### src/rtl/ccp_pkg.sv
// shared types and constants for the coefficient compress and pack block
package ccp_pkg;

  localparam int unsigned D_W      = 4;   // width of bits_per_coeff
  localparam int unsigned Q_W      = 14;  // width of modulus
  localparam int unsigned DMAX     = 11;  // widest compressed value
  localparam int unsigned BYTE_W   = 8;
  localparam int unsigned PEND_W   = 7;   // leftover bits between items
  localparam int unsigned PCNT_W   = 3;
  localparam int unsigned ACC_W    = PEND_W + DMAX;
  localparam int unsigned ACNT_W   = 5;   // holds up to ACC_W
  localparam int unsigned CFG_IDX_W  = 1;
  localparam int unsigned CFG_DATA_W = Q_W;

  localparam logic [CFG_IDX_W-1:0] CFG_BITS_PER_COEFF = 1'd0;
  localparam logic [CFG_IDX_W-1:0] CFG_MODULUS        = 1'd1;

  localparam logic [D_W-1:0] D_RESET = 4'd10;
  localparam logic [Q_W-1:0] Q_RESET = 14'd7681;

  localparam logic [D_W-1:0] D_9  = 4'd9;
  localparam logic [D_W-1:0] D_10 = 4'd10;
  localparam logic [D_W-1:0] D_11 = 4'd11;

  localparam logic [DMAX-1:0] MASK_9  = 11'h1ff;
  localparam logic [DMAX-1:0] MASK_10 = 11'h3ff;
  localparam logic [DMAX-1:0] MASK_11 = 11'h7ff;

  // per-item flags worked out by the front end
  typedef struct packed {
    logic last;
    logic supported;
    logic q_zero;
  } cmd_flags_t;

  typedef struct packed {
    logic                final_byte;
    logic [BYTE_W-1:0]   packed_byte;
  } out_item_t;

  function automatic logic [DMAX-1:0] d_mask(input logic [D_W-1:0] d);
    logic [DMAX-1:0] m;
    unique case (d)
      D_9:     m = MASK_9;
      D_10:    m = MASK_10;
      D_11:    m = MASK_11;
      default: m = '0;
    endcase
    return m;
  endfunction

endpackage

### src/rtl/ccp_fifo.sv
// small register queue used between the front end, the packer and the result port
module ccp_fifo #(
  parameter int unsigned WIDTH = 8,
  parameter int unsigned DEPTH = 2
) (
  input  logic             clk_i,
  input  logic             rst_ni,
  input  logic             push_i,
  input  logic [WIDTH-1:0] data_i,
  output logic             full_o,
  input  logic             pop_i,
  output logic [WIDTH-1:0] data_o,
  output logic             empty_o
);
  localparam int unsigned PTR_W = (DEPTH > 1) ? $clog2(DEPTH) : 1;
  localparam int unsigned CNT_W = $clog2(DEPTH + 1);

  logic [WIDTH-1:0] mem_q [DEPTH];
  logic [PTR_W-1:0] wptr_q, wptr_d, rptr_q, rptr_d;
  logic [CNT_W-1:0] cnt_q, cnt_d;
  logic             do_push, do_pop;

  assign full_o  = (cnt_q == CNT_W'(DEPTH));
  assign empty_o = (cnt_q == '0);
  assign do_push = push_i && !full_o;
  assign do_pop  = pop_i && !empty_o;
  assign data_o  = mem_q[rptr_q];

  always_comb begin
    wptr_d = wptr_q;
    rptr_d = rptr_q;
    cnt_d  = cnt_q;
    if (do_push) begin
      wptr_d = (wptr_q == PTR_W'(DEPTH - 1)) ? '0 : wptr_q + PTR_W'(1);
    end
    if (do_pop) begin
      rptr_d = (rptr_q == PTR_W'(DEPTH - 1)) ? '0 : rptr_q + PTR_W'(1);
    end
    if (do_push && !do_pop) begin
      cnt_d = cnt_q + CNT_W'(1);
    end else if (do_pop && !do_push) begin
      cnt_d = cnt_q - CNT_W'(1);
    end
  end

  always_ff @(posedge clk_i or negedge rst_ni) begin
    if (!rst_ni) begin
      wptr_q <= '0;
      rptr_q <= '0;
      cnt_q  <= '0;
    end else begin
      wptr_q <= wptr_d;
      rptr_q <= rptr_d;
      cnt_q  <= cnt_d;
    end
  end

  always_ff @(posedge clk_i) begin
    if (do_push) begin
      mem_q[wptr_q] <= data_i;
    end
  end

endmodule

### src/rtl/ccp_front.sv
// front end: configuration registers and classification of incoming items
module ccp_front #(
  parameter int unsigned COEFF_WIDTH = 14
) (
  input  logic                            clk_i,
  input  logic                            rst_ni,
  input  logic                            cfg_we_i,
  input  logic [ccp_pkg::CFG_IDX_W-1:0]   cfg_idx_i,
  input  logic [ccp_pkg::CFG_DATA_W-1:0]  cfg_data_i,
  input  logic                            push_i,
  input  logic [COEFF_WIDTH-1:0]          coefficient_i,
  input  logic                            final_coeff_i,
  output logic                            cmd_push_o,
  output logic [COEFF_WIDTH-1:0]          cmd_coeff_o,
  output ccp_pkg::cmd_flags_t             cmd_flags_o,
  output logic [ccp_pkg::D_W-1:0]         bits_per_coeff_o,
  output logic [ccp_pkg::Q_W-1:0]         modulus_o
);
  import ccp_pkg::*;

  logic [D_W-1:0] d_q;
  logic [Q_W-1:0] q_q;

  always_ff @(posedge clk_i or negedge rst_ni) begin
    if (!rst_ni) begin
      d_q <= D_RESET;
      q_q <= Q_RESET;
    end else if (cfg_we_i) begin
      unique case (cfg_idx_i)
        CFG_BITS_PER_COEFF: d_q <= cfg_data_i[D_W-1:0];
        CFG_MODULUS:        q_q <= cfg_data_i[Q_W-1:0];
        default:            ;
      endcase
    end
  end

  assign bits_per_coeff_o = d_q;
  assign modulus_o        = q_q;

  assign cmd_push_o            = push_i;
  assign cmd_coeff_o           = coefficient_i;
  assign cmd_flags_o.last      = final_coeff_i;
  assign cmd_flags_o.supported = (d_q == D_9) || (d_q == D_10) || (d_q == D_11);
  assign cmd_flags_o.q_zero    = (q_q == '0);

endmodule

### src/rtl/ccp_div.sv
// restoring divider, one quotient bit per cycle
module ccp_div #(
  parameter int unsigned NUM_W = 26,
  parameter int unsigned DEN_W = 14
) (
  input  logic             clk_i,
  input  logic             rst_ni,
  input  logic             start_i,
  input  logic [NUM_W-1:0] num_i,
  input  logic [DEN_W-1:0] den_i,
  output logic             done_o,
  output logic [NUM_W-1:0] quo_o
);
  localparam int unsigned CNT_W = $clog2(NUM_W);

  logic [DEN_W-1:0] rem_q, rem_d;
  logic [DEN_W-1:0] den_q;
  logic [NUM_W-1:0] quo_q, quo_d;
  logic [CNT_W-1:0] cnt_q, cnt_d;
  logic             run_q, run_d, done_q, done_d;
  logic [DEN_W:0]   trial, diff;

  assign trial = {rem_q, quo_q[NUM_W-1]};
  assign diff  = trial - {1'b0, den_q};

  always_comb begin
    rem_d  = rem_q;
    quo_d  = quo_q;
    cnt_d  = cnt_q;
    run_d  = run_q;
    done_d = 1'b0;
    if (start_i) begin
      rem_d = '0;
      quo_d = num_i;
      cnt_d = '0;
      run_d = 1'b1;
    end else if (run_q) begin
      // no borrow means the divisor fits
      if (!diff[DEN_W]) begin
        rem_d = diff[DEN_W-1:0];
        quo_d = {quo_q[NUM_W-2:0], 1'b1};
      end else begin
        rem_d = trial[DEN_W-1:0];
        quo_d = {quo_q[NUM_W-2:0], 1'b0};
      end
      cnt_d = cnt_q + CNT_W'(1);
      if (cnt_q == CNT_W'(NUM_W - 1)) begin
        run_d  = 1'b0;
        done_d = 1'b1;
      end
    end
  end

  always_ff @(posedge clk_i or negedge rst_ni) begin
    if (!rst_ni) begin
      run_q  <= 1'b0;
      done_q <= 1'b0;
      cnt_q  <= '0;
    end else begin
      run_q  <= run_d;
      done_q <= done_d;
      cnt_q  <= cnt_d;
    end
  end

  always_ff @(posedge clk_i) begin
    rem_q <= rem_d;
    quo_q <= quo_d;
    if (start_i) begin
      den_q <= den_i;
    end
  end

  assign done_o = done_q;
  assign quo_o  = quo_q;

endmodule

### src/rtl/ccp_packer.sv
// back end: quantizes one item and packs its bits into bytes
module ccp_packer #(
  parameter int unsigned COEFF_WIDTH = 14
) (
  input  logic                       clk_i,
  input  logic                       rst_ni,
  input  logic                       cmd_empty_i,
  output logic                       cmd_pop_o,
  input  logic [COEFF_WIDTH-1:0]     cmd_coeff_i,
  input  ccp_pkg::cmd_flags_t        cmd_flags_i,
  input  logic [ccp_pkg::D_W-1:0]    bits_per_coeff_i,
  input  logic [ccp_pkg::Q_W-1:0]    modulus_i,
  output logic                       byte_push_o,
  output ccp_pkg::out_item_t         byte_item_o,
  input  logic                       byte_full_i
);
  import ccp_pkg::*;

  localparam int unsigned NUM_W = COEFF_WIDTH + DMAX + 1;

  localparam logic [1:0] ST_IDLE = 2'd0;
  localparam logic [1:0] ST_DIV  = 2'd1;
  localparam logic [1:0] ST_EMIT = 2'd2;

  logic [1:0]        state_q, state_d;
  logic [PEND_W-1:0] pend_q, pend_d;
  logic [PCNT_W-1:0] pcnt_q, pcnt_d;
  logic [ACC_W-1:0]  acc_q, acc_d;
  logic [ACNT_W-1:0] cnt_q, cnt_d;
  logic              last_q, last_d;

  logic              div_start, div_done;
  logic [NUM_W-1:0]  num, quo;
  logic [DMAX-1:0]   mask;
  logic [ACC_W-1:0]  merged_div, merged_max;
  logic [ACNT_W-1:0] cnt_new;

  assign mask = d_mask(bits_per_coeff_i);
  // x * 2^d + floor(q / 2)
  assign num  = (NUM_W'(cmd_coeff_i) << bits_per_coeff_i) + NUM_W'(modulus_i >> 1);

  ccp_div #(
    .NUM_W (NUM_W),
    .DEN_W (Q_W)
  ) u_div (
    .clk_i   (clk_i),
    .rst_ni  (rst_ni),
    .start_i (div_start),
    .num_i   (num),
    .den_i   (modulus_i),
    .done_o  (div_done),
    .quo_o   (quo)
  );

  // new bits go in above the leftover ones
  assign merged_div = ACC_W'(pend_q) | (ACC_W'(quo[DMAX-1:0] & mask) << pcnt_q);
  assign merged_max = ACC_W'(pend_q) | (ACC_W'(mask) << pcnt_q);
  assign cnt_new    = ACNT_W'(pcnt_q) + ACNT_W'(bits_per_coeff_i);

  always_comb begin
    state_d     = state_q;
    pend_d      = pend_q;
    pcnt_d      = pcnt_q;
    acc_d       = acc_q;
    cnt_d       = cnt_q;
    last_d      = last_q;
    cmd_pop_o   = 1'b0;
    div_start   = 1'b0;
    byte_push_o = 1'b0;
    byte_item_o.packed_byte = acc_q[BYTE_W-1:0];
    byte_item_o.final_byte  = 1'b0;
    unique case (state_q)
      ST_IDLE: begin
        if (!cmd_empty_i) begin
          cmd_pop_o = 1'b1;
          last_d    = cmd_flags_i.last;
          if (!cmd_flags_i.supported) begin
            // dropped item; a last one still clears the leftover bits
            if (cmd_flags_i.last) begin
              pend_d = '0;
              pcnt_d = '0;
            end
          end else if (cmd_flags_i.q_zero) begin
            acc_d   = merged_max;
            cnt_d   = cnt_new;
            state_d = ST_EMIT;
          end else begin
            div_start = 1'b1;
            state_d   = ST_DIV;
          end
        end
      end
      ST_DIV: begin
        if (div_done) begin
          acc_d   = merged_div;
          cnt_d   = cnt_new;
          state_d = ST_EMIT;
        end
      end
      ST_EMIT: begin
        if (cnt_q >= ACNT_W'(BYTE_W)) begin
          byte_push_o            = 1'b1;
          byte_item_o.final_byte = last_q && (cnt_q == ACNT_W'(BYTE_W));
          if (!byte_full_i) begin
            acc_d = acc_q >> BYTE_W;
            cnt_d = cnt_q - ACNT_W'(BYTE_W);
          end
        end else if (last_q && (cnt_q != '0)) begin
          // zero-padded flush byte
          byte_push_o            = 1'b1;
          byte_item_o.final_byte = 1'b1;
          if (!byte_full_i) begin
            acc_d = '0;
            cnt_d = '0;
          end
        end else begin
          pend_d  = acc_q[PEND_W-1:0];
          pcnt_d  = cnt_q[PCNT_W-1:0];
          state_d = ST_IDLE;
        end
      end
      default: state_d = ST_IDLE;
    endcase
  end

  always_ff @(posedge clk_i or negedge rst_ni) begin
    if (!rst_ni) begin
      state_q <= ST_IDLE;
      pend_q  <= '0;
      pcnt_q  <= '0;
      cnt_q   <= '0;
      last_q  <= 1'b0;
    end else begin
      state_q <= state_d;
      pend_q  <= pend_d;
      pcnt_q  <= pcnt_d;
      cnt_q   <= cnt_d;
      last_q  <= last_d;
    end
  end

  always_ff @(posedge clk_i) begin
    acc_q <= acc_d;
  end

endmodule

### src/rtl/coefficient_compress_pack.sv
// top level: compresses coefficients to d bits and packs them lsb first into bytes
//
//   channel   direction  ports                                 handshake
//   config    in         cfg_we_i cfg_idx_i cfg_data_i         write on cfg_we_i
//   input     in         coefficient_i final_coeff_i           push && !full
//   result    out        packed_byte_o final_byte_o            pop && !empty
//
// an item with d of 9 to 11 and a nonzero modulus holds the back end while it is
// taken, divided (the quotient built bit by bit, then handed over), emitted one byte
// at a time and closed; a zero modulus skips the divider, and a dropped item is
// popped and discarded without leaving the idle state.
// a two-entry queue on each side lets input and result stall on their own.
// reset is asynchronous and active low; it loads the register defaults.
module coefficient_compress_pack #(
  parameter int unsigned COEFF_WIDTH = 14
) (
  input  logic                            clk_i,
  input  logic                            rst_ni,
  input  logic                            cfg_we_i,
  input  logic [ccp_pkg::CFG_IDX_W-1:0]   cfg_idx_i,
  input  logic [ccp_pkg::CFG_DATA_W-1:0]  cfg_data_i,
  input  logic                            push,
  output logic                            full,
  input  logic [COEFF_WIDTH-1:0]          coefficient_i,
  input  logic                            final_coeff_i,
  output logic                            empty,
  input  logic                            pop,
  output logic [ccp_pkg::BYTE_W-1:0]      packed_byte_o,
  output logic                            final_byte_o
);
  import ccp_pkg::*;

  localparam int unsigned CMD_W = COEFF_WIDTH + $bits(cmd_flags_t);
  localparam int unsigned OUT_W = $bits(out_item_t);

  logic                   cmd_push, cmd_pop, cmd_empty;
  logic [COEFF_WIDTH-1:0] front_coeff, cmd_coeff;
  cmd_flags_t             front_flags, cmd_flags;
  logic [CMD_W-1:0]       cmd_wdata, cmd_rdata;
  logic [D_W-1:0]         bits_per_coeff;
  logic [Q_W-1:0]         modulus;
  logic                   byte_push, byte_full;
  out_item_t              byte_item, out_item;
  logic [OUT_W-1:0]       out_rdata;

  ccp_front #(
    .COEFF_WIDTH (COEFF_WIDTH)
  ) u_front (
    .clk_i            (clk_i),
    .rst_ni           (rst_ni),
    .cfg_we_i         (cfg_we_i),
    .cfg_idx_i        (cfg_idx_i),
    .cfg_data_i       (cfg_data_i),
    .push_i           (push),
    .coefficient_i    (coefficient_i),
    .final_coeff_i    (final_coeff_i),
    .cmd_push_o       (cmd_push),
    .cmd_coeff_o      (front_coeff),
    .cmd_flags_o      (front_flags),
    .bits_per_coeff_o (bits_per_coeff),
    .modulus_o        (modulus)
  );

  assign cmd_wdata = {front_coeff, front_flags};

  ccp_fifo #(
    .WIDTH (CMD_W),
    .DEPTH (2)
  ) u_cmd_fifo (
    .clk_i   (clk_i),
    .rst_ni  (rst_ni),
    .push_i  (cmd_push),
    .data_i  (cmd_wdata),
    .full_o  (full),
    .pop_i   (cmd_pop),
    .data_o  (cmd_rdata),
    .empty_o (cmd_empty)
  );

  assign cmd_coeff = cmd_rdata[CMD_W-1 -: COEFF_WIDTH];
  assign cmd_flags = cmd_flags_t'(cmd_rdata[$bits(cmd_flags_t)-1:0]);

  ccp_packer #(
    .COEFF_WIDTH (COEFF_WIDTH)
  ) u_packer (
    .clk_i            (clk_i),
    .rst_ni           (rst_ni),
    .cmd_empty_i      (cmd_empty),
    .cmd_pop_o        (cmd_pop),
    .cmd_coeff_i      (cmd_coeff),
    .cmd_flags_i      (cmd_flags),
    .bits_per_coeff_i (bits_per_coeff),
    .modulus_i        (modulus),
    .byte_push_o      (byte_push),
    .byte_item_o      (byte_item),
    .byte_full_i      (byte_full)
  );

  ccp_fifo #(
    .WIDTH (OUT_W),
    .DEPTH (2)
  ) u_out_fifo (
    .clk_i   (clk_i),
    .rst_ni  (rst_ni),
    .push_i  (byte_push),
    .data_i  (byte_item),
    .full_o  (byte_full),
    .pop_i   (pop),
    .data_o  (out_rdata),
    .empty_o (empty)
  );

  assign out_item      = out_item_t'(out_rdata);
  assign packed_byte_o = out_item.packed_byte;
  assign final_byte_o  = out_item.final_byte;

endmodule

### config.mk
export PLATFORM = sky130hd
export DESIGN_NAME = coefficient_compress_pack
export DESIGN_NICKNAME = d
export VERILOG_FILES = /design/src/rtl/ccp_pkg.sv /design/src/rtl/ccp_fifo.sv /design/src/rtl/ccp_front.sv /design/src/rtl/ccp_div.sv /design/src/rtl/ccp_packer.sv /design/src/rtl/coefficient_compress_pack.sv
export SDC_FILE = /design/constraint.sdc
export NUM_CORES = 1
export LEC_CHECK = 0
export ABC_AREA = 1
export CORE_MARGIN = 1
export CORE_UTILIZATION = 55
export DETAILED_ROUTE_END_ITERATION = 16
export DONT_BUFFER_PORTS = 1
export PLACE_DENSITY = 0.83
export SLEW_MARGIN = 20
export SYNTH_ARGS = -nofsm -noshare
export SYNTH_HDL_FRONTEND = slang
export SYNTH_SLANG_ARGS = --single-unit
### constraint.sdc
create_clock -name clk_i -period 3.3 [get_ports clk_i]
set_clock_uncertainty 0.1 [all_clocks]
set_input_delay 0.33 -clock clk_i [delete_from_list [all_inputs] [get_ports clk_i]]
set_output_delay 0.33 -clock clk_i [all_outputs]
set_load 0.01 [all_outputs]
==> results, run 1 <==
- The worst register-to-register path begins at u_cmd_fifo.rptr_q.
- Measured on the finished design, the core utilization comes to 65.49%.
- The core region is 18,710 um^2.
- The die covers 19,690 um^2.
- The cell taking the most area after synthesis is sky130_fd_sc_hd__edfxtp_1.
- The cell with the largest stage delay on the worst path is sky130_fd_sc_hd__dfrtp_2.
- Synthesis produced a netlist with a net count of 1,295.
- Yosys attributes the largest share of cell area to sky130_fd_sc_hd__edfxtp_1 (31%), sky130_fd_sc_hd__nand2_1 (11%), sky130_fd_sc_hd__dfrtp_1 (10%), sky130_fd_sc_hd__nand3_1 (6.0%), sky130_fd_sc_hd__ha_1 (4.6%).
- The maximum number of pins on one net before global-route repair is 52.
- The first routing iteration left 891 violations.
- The post-layout instance count excluding filler cells is 1,519.
- Setup repair after global routing could not meet its margin everywhere.
- The cell total after placement is 1,436.
- In the finished design, the share of the clock period the worst path needs comes to 102.5%.
- The number of hold violations in the final report is 0.
- The total clock buffers created by CTS is 17.
- The root buffer selected by CTS is sky130_fd_sc_hd__clkbuf_16.
- The tool flagged a number of max-cap violations equal to 0.
- The die outline height is 140.3 um.
- The final critical delay including setup and external delays is 3383 ps.
- The run finished, with violations left.
- The type of the worst setup path is flip-flop to flip-flop.
- After detailed routing, the number of vias per cell comes to 5.951.
- The net count of the finished layout is 1,348.
- The path category of the worst min-delay check is primary input to flip-flop.
- Counting cells, the worst reg-to-reg path comes to 18.
- The critical path capture point type is a flip-flop.
- CTS saw 175 sinks.
- The longest individual stage delay on the worst path is 530 ps.
- For the pin with the worst max-slew slack, the measured transition is 927.7 ps.
- After synthesis, flip-flops and latches occupy 46.26% of the total area.
- The worst ir drop on vdd is 0.4993 mV.
- The average detailed-routed wire length per instance is 17.37 um.
- The wire length of the first global-routing pass is 40,790 um.
- The number of iterations in the first detailed-routing pass is 6.
- The overall via count from detail_route is 9,040.
- The worst register-to-register path ends at u_packer.u_div.quo_o[21].
- Setup slack on the worst reg-to-reg path comes out at -80 ps.
- In this run, synthesis produced a sequential element count of 175.
- The data arrival time at the worst-slack endpoint is 3480 ps.
- The fraction of final layout cells sized beyond drive strength 1 is 19.63%.
- Yosys printed 0 warnings.
- The most critical setup path has its endpoint at u_packer.u_div.quo_o[21].
- Across every metal layer, demand over resource in global routing totals 26.31%.
- In the synthesized netlist, the number of instances is 1,218.
- The share of Yosys cell area claimed by the top area cell type is 31.38%.
- The wire-length estimate of the detail-placed layout is 17,090 um.
- The sort of element at the start of the critical path is a flip-flop.
- Summing every instance area after synthesis gives 10,530 um^2.
- For the worst-skew pair, the clock arrives at the later sink with an insertion delay of 450 ps.
- STA puts the critical path data required time at 3390 ps.
- The via count of the first global-routing pass is 8,499.
- Counting stages on the worst path, the most repeated cell is sky130_fd_sc_hd__nand2_1.
- At the end of routability-driven placement, the weighted congestion stood at 0.9679.
- The die outline width is 140.3 um.
- Of all nets on the critical path, the largest fanout is 7.
- Timing analysis after detailed placement gives a worst setup slack of 4.817 ps.
- 46 I/O pins were placed.
- The slack of the critical path is -82.54 ps.
- The buffer depth of the longest clock path is 2.
- The leakage power is 0.005326 uW.
- The library cell used most frequently in the layout, excluding fill and tap cells, is sky130_fd_sc_hd__nand2_1.
- The final reports fail on negative setup slack.
- For this configuration, the core starts out at a cell density of 56.27%.
- The signed area change from the synthesized netlist to the final layout is 16.39%.
- The per-instance average area after synthesis is 8.641 um^2.
- The number of pins with negative max-slew slack in the final report is 0.
- The total negative slack is -257.3 ps.
- For this run the aggregate overflow at the end of global routing stands at 0.
- The filler cell count in the final layout is 1,391.
- The most critical setup path has its startpoint at u_cmd_fifo.rptr_q.
- The initialized floorplan defines 50 standard-cell rows.
- The number of antenna violations at the first check in global routing is 0.
- Clock-pin slew was measured on the worst setup and hold paths at 80 ps.
- Headroom to the max-slew limit came out at 37.93%.
- Setup violations remaining at the end of the flow were counted as 5.
- The top cell types in the final layout, fill and taps aside, are sky130_fd_sc_hd__nand2_1 (284), sky130_fd_sc_hd__edfxtp_1 (110), sky130_fd_sc_hd__inv_1 (106), sky130_fd_sc_hd__nand3_1 (105), sky130_fd_sc_hd__o21ai_0 (85).
- The clock tree from TritonCTS is done.
- The count of unique library cells instantiated by Yosys is 59.
- The post-detailed-routing wire length is 26,390 um.
- Input and output buffers added on the ports amount to 0.
- For this run, the top clock speed supported by timing is 295.6 MHz.
- The final antenna-violating net count is 0.
- The number of levels the H-tree was split into is 4.
- After detailed routing, the number of remaining DRC violations is 0.
- The signal on the critical path passes through buf_8, nand2_1, nand3_4, nand3_2, nand2_1, nand2_1, a21oi_2, ha_4, a21o_1, a21oi_2, o21bai_1, a31oi_1, buf_4, inv_1, nand3_2, o21ai_1, nand3_1, nand2_1.
- The power per standard cell area is 957.6 nW/um^2.
## power by group
part	switching, uW	internal, uW
Clock	1040	1040
Combinational	3690	2080
Sequential	530	3370
## logic make-up after synthesis
family                     synth area share, %
xor gates and xnor gates                 2.663
buffers and inverters                    6.622
muxes                                    1.260
and+or+nand+nor                          27.03
adders and majority gates                5.207
AOI/OAI and AO/OA                        10.96
DFF                                      46.26
## final cells by class
cell class / instances / area (um^2) / area share (%)
inverters: 115 / 449.2 / 3.667
clock inverters: 15 / 178.9 / 1.461
clock buffers: 17 / 425.4 / 3.473
multi-input cells: 884 / 5291 / 43.19
flip-flops and latches: 175 / 4871 / 39.76
repair inverters: 1 / 8.758 / 0.07149
well taps: 234 / 292.8 / 2.390
repair buffers: 77 / 730.7 / 5.965
diodes: 1 / 2.502 / 0.02043
## cell usage after synthesis, drive strengths merged
library cell,instances
inv,113
dfstp,7
dfrtp,44
nor4,5
nor3,10
o21ai,101
fa,3
and3,1
o22ai,5
nand3b,3
xor2,18
nand4,9
a211oi,1
edfxtp,110
a2111oi,3
ha,39
clkbuf,16
dfxtp,14
o21a,1
or4,1
a21oi,46
o31ai,2
clkinv,2
nand2,327
xnor2,14
or2,1
o2111ai,2
a31oi,7
a32o,1
o211ai,16
a31o,2
o21bai,5
a21boi,2
a22oi,2
nor2,76
mux2i,2
buf,28
a21o,5
mux2,10
nand3,164
## critical path: cells and delay by family, from the launching register on
family / cells / cell delay (ps)
AO/OA/AOI/OAI: 6 / 1040
buffers and inverters: 3 / 440
adder cells (fa/ha/maj): 1 / 270
AND/OR/NAND/NOR: 8 / 750
flip-flops: 1 / 530
## worst min path at each step
stage	slack, ps	end	cells after the start	start
after floorplan	-70	u_cmd_fifo.cnt_q[0]	0	rst_ni
after global placement	-60	u_front.modulus_o[3]	0	rst_ni
after detailed placement	-60	u_front.modulus_o[5]	0	rst_ni
after CTS	20	u_out_fifo.rptr_q	2	pop
after global routing	50	u_out_fifo.rptr_q	2	pop
final	20	u_out_fifo.rptr_q	2	pop
## through the flow
stage	hold WS [ps]	area [um^2]	power (uW)
after floorplan	-65.59	10530	7726
after detailed placement	-62.80	10780	8904
after global routing	46.36	12250	12530
final	22.59	12250	11730
after CTS	21.90	11710	11040
after global placement	-62.38	10780	8705
## flip-flops by register name, summed over array words and instances, names as in the netlist, 2 cells and up
register,flops
u_front.modulus_o,14
u_packer.u_div.cnt_q,5
u_out_fifo.mem_q,18
u_packer.pcnt_q,3
u_packer.u_div.rem_q,14
u_packer.u_div.quo_o,26
u_packer.acc_q,18
u_front.bits_per_coeff_o,4
u_packer.u_div.den_q,14
u_cmd_fifo.cnt_q,2
u_cmd_fifo.mem_q,34
u_packer.cnt_q,5
u_packer.pend_q,7
u_out_fifo.cnt_q,2
u_packer.state_q,2
## timing repair
item	in CTS	in global routing
setup endpoints to repair	2	16
cloned	0	2
pin swaps	0	31
buffers inserted	0	17
gates resized for setup	1	91
endpoints found under the hold margin	98	0
hold buffers	31	0
## layer usage
metal	wire, um	GRT usage [%]
met5	0	0
met4	960	12.09
met3	1876	5.060
met2	12940	44.50
met1	10610	32.62
No activity file was read; power rests on OpenSTA's default activity.
==> run 2: changes to the inputs <==
--- a/config.mk
+++ b/config.mk
@@ -11,7 +11,9 @@
 export DETAILED_ROUTE_END_ITERATION = 16
 export DONT_BUFFER_PORTS = 1
 export PLACE_DENSITY = 0.83
+export REMOVE_ABC_BUFFERS = 1
 export SLEW_MARGIN = 20
 export SYNTH_ARGS = -nofsm -noshare
 export SYNTH_HDL_FRONTEND = slang
+export SYNTH_HIERARCHICAL = 1
 export SYNTH_SLANG_ARGS = --single-unit
==> results, run 2 <==
- The total standard cell area after synthesis is 11,040 um^2 (+4.9%).
- For hold timing, the worst endpoint is u_cmd_fifo/wptr_q.
- The global router's overall resource usage is 25.65% (-0.66 points).
- The clock insertion delay at the later pin of the skew report is 440 ps (about the same).
- The floorplan die area is 20,640 um^2 (+4.8%).
- The flip-flop count of the largest register, all copies and words added came to 34 (unchanged).
- The cell count after synthesis is 1,420 (+17%).
- The filler cell count in the final layout is 1,537 (+10%).
- The count of port buffers added during placement is 0 (unchanged).
- The worst path required time is 3400 ps (about the same).
- The register-to-register path setup slack is -60 ps (+20 ps).
- The startpoint of the most critical hold path is push.
- The post-place instance area is 11,080 um^2 (+2.8%).
- The die outline width is 143.7 um (+2.4%).
- The final critical delay including setup and external delays is 3364 ps (-18.04 ps).
- The sequential area share after synthesis is 44.10% (-2.2 points).
- The type of the worst setup path is flip-flop to flip-flop.
- The logic depth of the worst register-to-register path is 24 (+6).
- The data arrival time at the worst-slack endpoint is 3460 ps (-20 ps).
- The library cell used most frequently in the layout, excluding fill and tap cells, is sky130_fd_sc_hd__nand2_1.
- The count of yosys warnings during synthesis is 6 (+6).
- The share of Yosys cell area claimed by the top area cell type is 29.92% (-1.5 points).
- The post-detailed-routing wire length came to 27,030 um (+2.4%).
- The number of iterations in the first detailed-routing pass is 6 (unchanged).
- The flip-flop and latch count after synthesis was 175 (unchanged).
- The top register by number of flip-flops is u_cmd_fifo/mem_q.
- The DRC marker count from the first detailed-route iteration was 954 (+7.1%).
- The overall via count from detail_route came to 9,636 (+6.6%).
- The number of antenna violations at the first check in global routing is 0 (unchanged).
- The effective utilization at floorplan came to 56.35% (+0.084 points).
- The maximum number of pins on one net before global-route repair is 52 (unchanged).
- The via count of the first global-routing pass is 8,680 (+2.1%).
- The sort of element at the start of the critical path is a flip-flop.
- The number of flops mapped to enable cells by yosys came to 110 (unchanged).
- The headroom to the max-slew limit is 50.32% (+12 points).
- The path category of the worst min-delay check is primary input to flip-flop.
- The flow ran to the end, but the final reports show violations.
- The clock tree from TritonCTS is done.
- The power per standard cell area is 954.7 nW/um^2 (-0.30%).
- The fraction of final layout cells sized beyond drive strength 1 came to 18.32% (-1.3 points).
- The final reports fail on negative setup slack.
- Among all flip-flop cells after synthesis, the most frequent one is sky130_fd_sc_hd__edfxtp_1.
- The worst ir drop on vdd is 0.5770 mV (+16%).
- The estimated wirelength of the detail-placed design came to 17,480 um (+2.3%).
- The average detailed-routed wire length per instance was 15.55 um (-11%).
- The most frequent cell after synthesis is sky130_fd_sc_hd__nand2_1.
- The startpoint of the most critical register-to-register path is u_cmd_fifo/rptr_q.
- The number of hold violations in the final report is 0 (unchanged).
- The total grt overflow is 0 (unchanged).
- The ratio of final minimum period to clock period is 102.0% (-0.55 points).
- The number of top-level design ports is 46 (unchanged).
- The wire length of the first global-routing pass is 41,080 um (+0.73%).
- Relative to the synthesized area, the layout overhead comes to 15.66%.
- By count the netlist is led by sky130_fd_sc_hd__nand2_1 (501), sky130_fd_sc_hd__inv_1 (164), sky130_fd_sc_hd__nand3_1 (123), sky130_fd_sc_hd__edfxtp_1 (110), sky130_fd_sc_hd__nor2_1 (86).
- The total clock buffers created by CTS is 17 (unchanged).
- The slack of the critical path is -64.49 ps (+18.04 ps).
- The biggest area contributor in the post-synthesis netlist is sky130_fd_sc_hd__edfxtp_1.
- The top cell types in the final layout, fill and taps aside, are sky130_fd_sc_hd__nand2_1 (463), sky130_fd_sc_hd__inv_1 (158), sky130_fd_sc_hd__edfxtp_1 (110), sky130_fd_sc_hd__nand3_1 (106), sky130_fd_sc_hd__nor2_1 (80).
- The total setup violations reported at the end of the flow came to 4 (-1).
- The placer congestion estimate is 0.9556 (-1.3%).
- Setup repair after global routing could not meet its margin everywhere.
- The maximum net fanout on the critical path is 8 (+1).
- The routed via count divided by cell count is 5.541 (-6.9%).
- The fraction of registers with async set or reset after synthesis is 29.14% (unchanged).
- The most numerous cell on the critical path is sky130_fd_sc_hd__nand2_1.
- The endpoint identified for the worst register-to-register timing path is u_packer/u_div/quo_o[20].
- The row count came to 51 (+2.0%).
- The fmax is 297.2 MHz (+0.54%).
- The standard cell core area is 19,590 um^2 (+4.7%).
- The post-placement setup slack is 59.41 ps (+54.60 ps).
- The layout net count is 1,537 (+14%).
- The sink count of the clock tree is 175 (unchanged).
- The buffer depth of the longest clock path is 2 (unchanged).
- The worst setup path is captured at a flip-flop.
- The number of pins with negative max-slew slack in the final report is 0 (unchanged).
- The die outline height is 143.7 um (+2.4%).
- The post-route DRC violation count is 0 (unchanged).
- The root buffer cell chosen for the clock tree is sky130_fd_sc_hd__clkbuf_16.
- The leakage power is 0.006046 uW (+14%).
- Walking the worst path, the cells encountered are clkinv_4, buf_6, nand2_1, nand2_1, nand2_1, nand3_2, nand2_1, nand2_2, nand2_2, nor2_1, ha_1, nand2_2, inv_1, nand2_1, nand2_1, nand2_1, nand3_2, nand4_1, a21oi_4, nand2_1, nand2_1, nand2_1, nand2_1, nand2_1.
- The actual slew at the worst max-slew pin is 744.4 ps (-183.3 ps).
- The number of cells on the worst hold path is 4 (+2).
- The per-instance average area after synthesis is 7.774 um^2 (-10%).
- The count of unique library cells instantiated by Yosys is 54 (-8.5%).
- For this design, the slowest cell found on the critical path is sky130_fd_sc_hd__dfrtp_2.
- The max-cap violation count is 0 (unchanged).
- After synthesis, the cell types taking the most area are sky130_fd_sc_hd__edfxtp_1 (30%), sky130_fd_sc_hd__nand2_1 (17%), sky130_fd_sc_hd__dfrtp_1 (10%), sky130_fd_sc_hd__inv_1 (5.6%), sky130_fd_sc_hd__nand3_1 (5.6%).
- The number of levels the H-tree was split into is 4 (unchanged).
- The total non-filler cell area in the finished layout is 12,770 um^2 (+4.2%).
- The final antenna-violating net count is 0 (unchanged).
- The count of antenna diodes in the layout is 0 (-1).
- The clock slew at the register clock pins of the worst setup and hold paths is 80 ps (about the same).
- The longest individual stage delay on the worst path came to 440 ps (-90 ps).
==> run 2: cell families after synthesis <==
logic type	count (synthesis)	share of synthesized area (%)
AO/OA/AOI/OAI	146	8.104
XOR/XNOR	28	2.221
flip-flops	175	44.10
AND/OR/NAND/NOR	795	30.99
buffers and inverters	235	9.736
adder cells (fa/ha/maj)	41	4.851
==> run 2: power by group <==
group | total (uW) | switching (uW) | internal (uW)
combinational | 6220 | 4040 | 2190
clock | 2050 | 1020 | 1030
sequential | 3920 | 551 | 3370
total | 12200 | 5600 | 6590
==> run 2: layer usage <==
metal / track usage (%) / up-vias / part of all wire, % / routed length [um]
met5: 0 / - / 0 / 0
met4: 9.015 / 0 / 2.8 / 749
met3: 3.899 / 75 / 7.0 / 1883
met2: 42.80 / 442 / 48 / 13090
met1: 33.94 / 4469 / 42 / 11310
li1: - / 4650 / - / -
==> run 2: timing repair <==
action,4_1_cts,5_1_grt
setup endpoints to repair,0,14
hold endpoints to repair,101,0
setup buffers,0,32
resized for setup,0,120
hold buffers,35,0
==> run 2: worst max-delay path by stage <==
stage | start | to | slack [ps] | cells after the start
finish | u_cmd_fifo/rptr_q | u_packer/u_div/quo_o[20] | -60 | 24
CTS | u_cmd_fifo/rptr_q | u_packer/u_div/quo_o[21] | 2 | 21
global route | u_cmd_fifo/rptr_q | u_packer/u_div/quo_o[23] | -180 | 25
detailed placement | u_front/bits_per_coeff_o[1] | u_packer/u_div/quo_o[23] | 60 | 21
floorplan | u_cmd_fifo/rptr_q | u_packer/u_div/quo_o[0] | -2600 | 8
global placement | u_cmd_fifo/rptr_q | u_packer/u_div/quo_o[21] | 100 | 23
==> run 2: worst max-delay path: cells and delay by family, from the launching register on <==
kind | cells | cell delay (ps)
simple gates | 19 | 1610
fa+ha+maj | 1 | 370
buf+inv | 3 | 330
flops | 1 | 440
compound gates | 1 | 270
==> run 2: final cells by class <==
class                   instances  area, um^2  share of cell area (%)
clock buffers                  17       425.4                   3.332
clock inverters                15       186.4                   1.460
inverters                     172       656.9                   5.145
multi-input cells            1010        5513                   43.17
flip-flops and latches        175        4870                   38.14
well taps                     265       331.6                   2.597
repair buffers                 83       772.0                   6.046
repair inverters                2       13.76                  0.1078
==> run 2: through the flow <==
step                      hold WS (ps)  setup TNS [ps]  instances  total power, uW  util (%)
after CTS                        10.87               0       1705            11400     61.56
after global placement          -64.09               0       1638             9091     56.56
after detailed placement        -63.44               0       1638             9274     56.56
after global routing             21.19           -1589       1739            13090     65.18
final                            25.86          -130.4       1739            12190     65.18
after floorplan                 -65.59         -183310       1357             7929         -
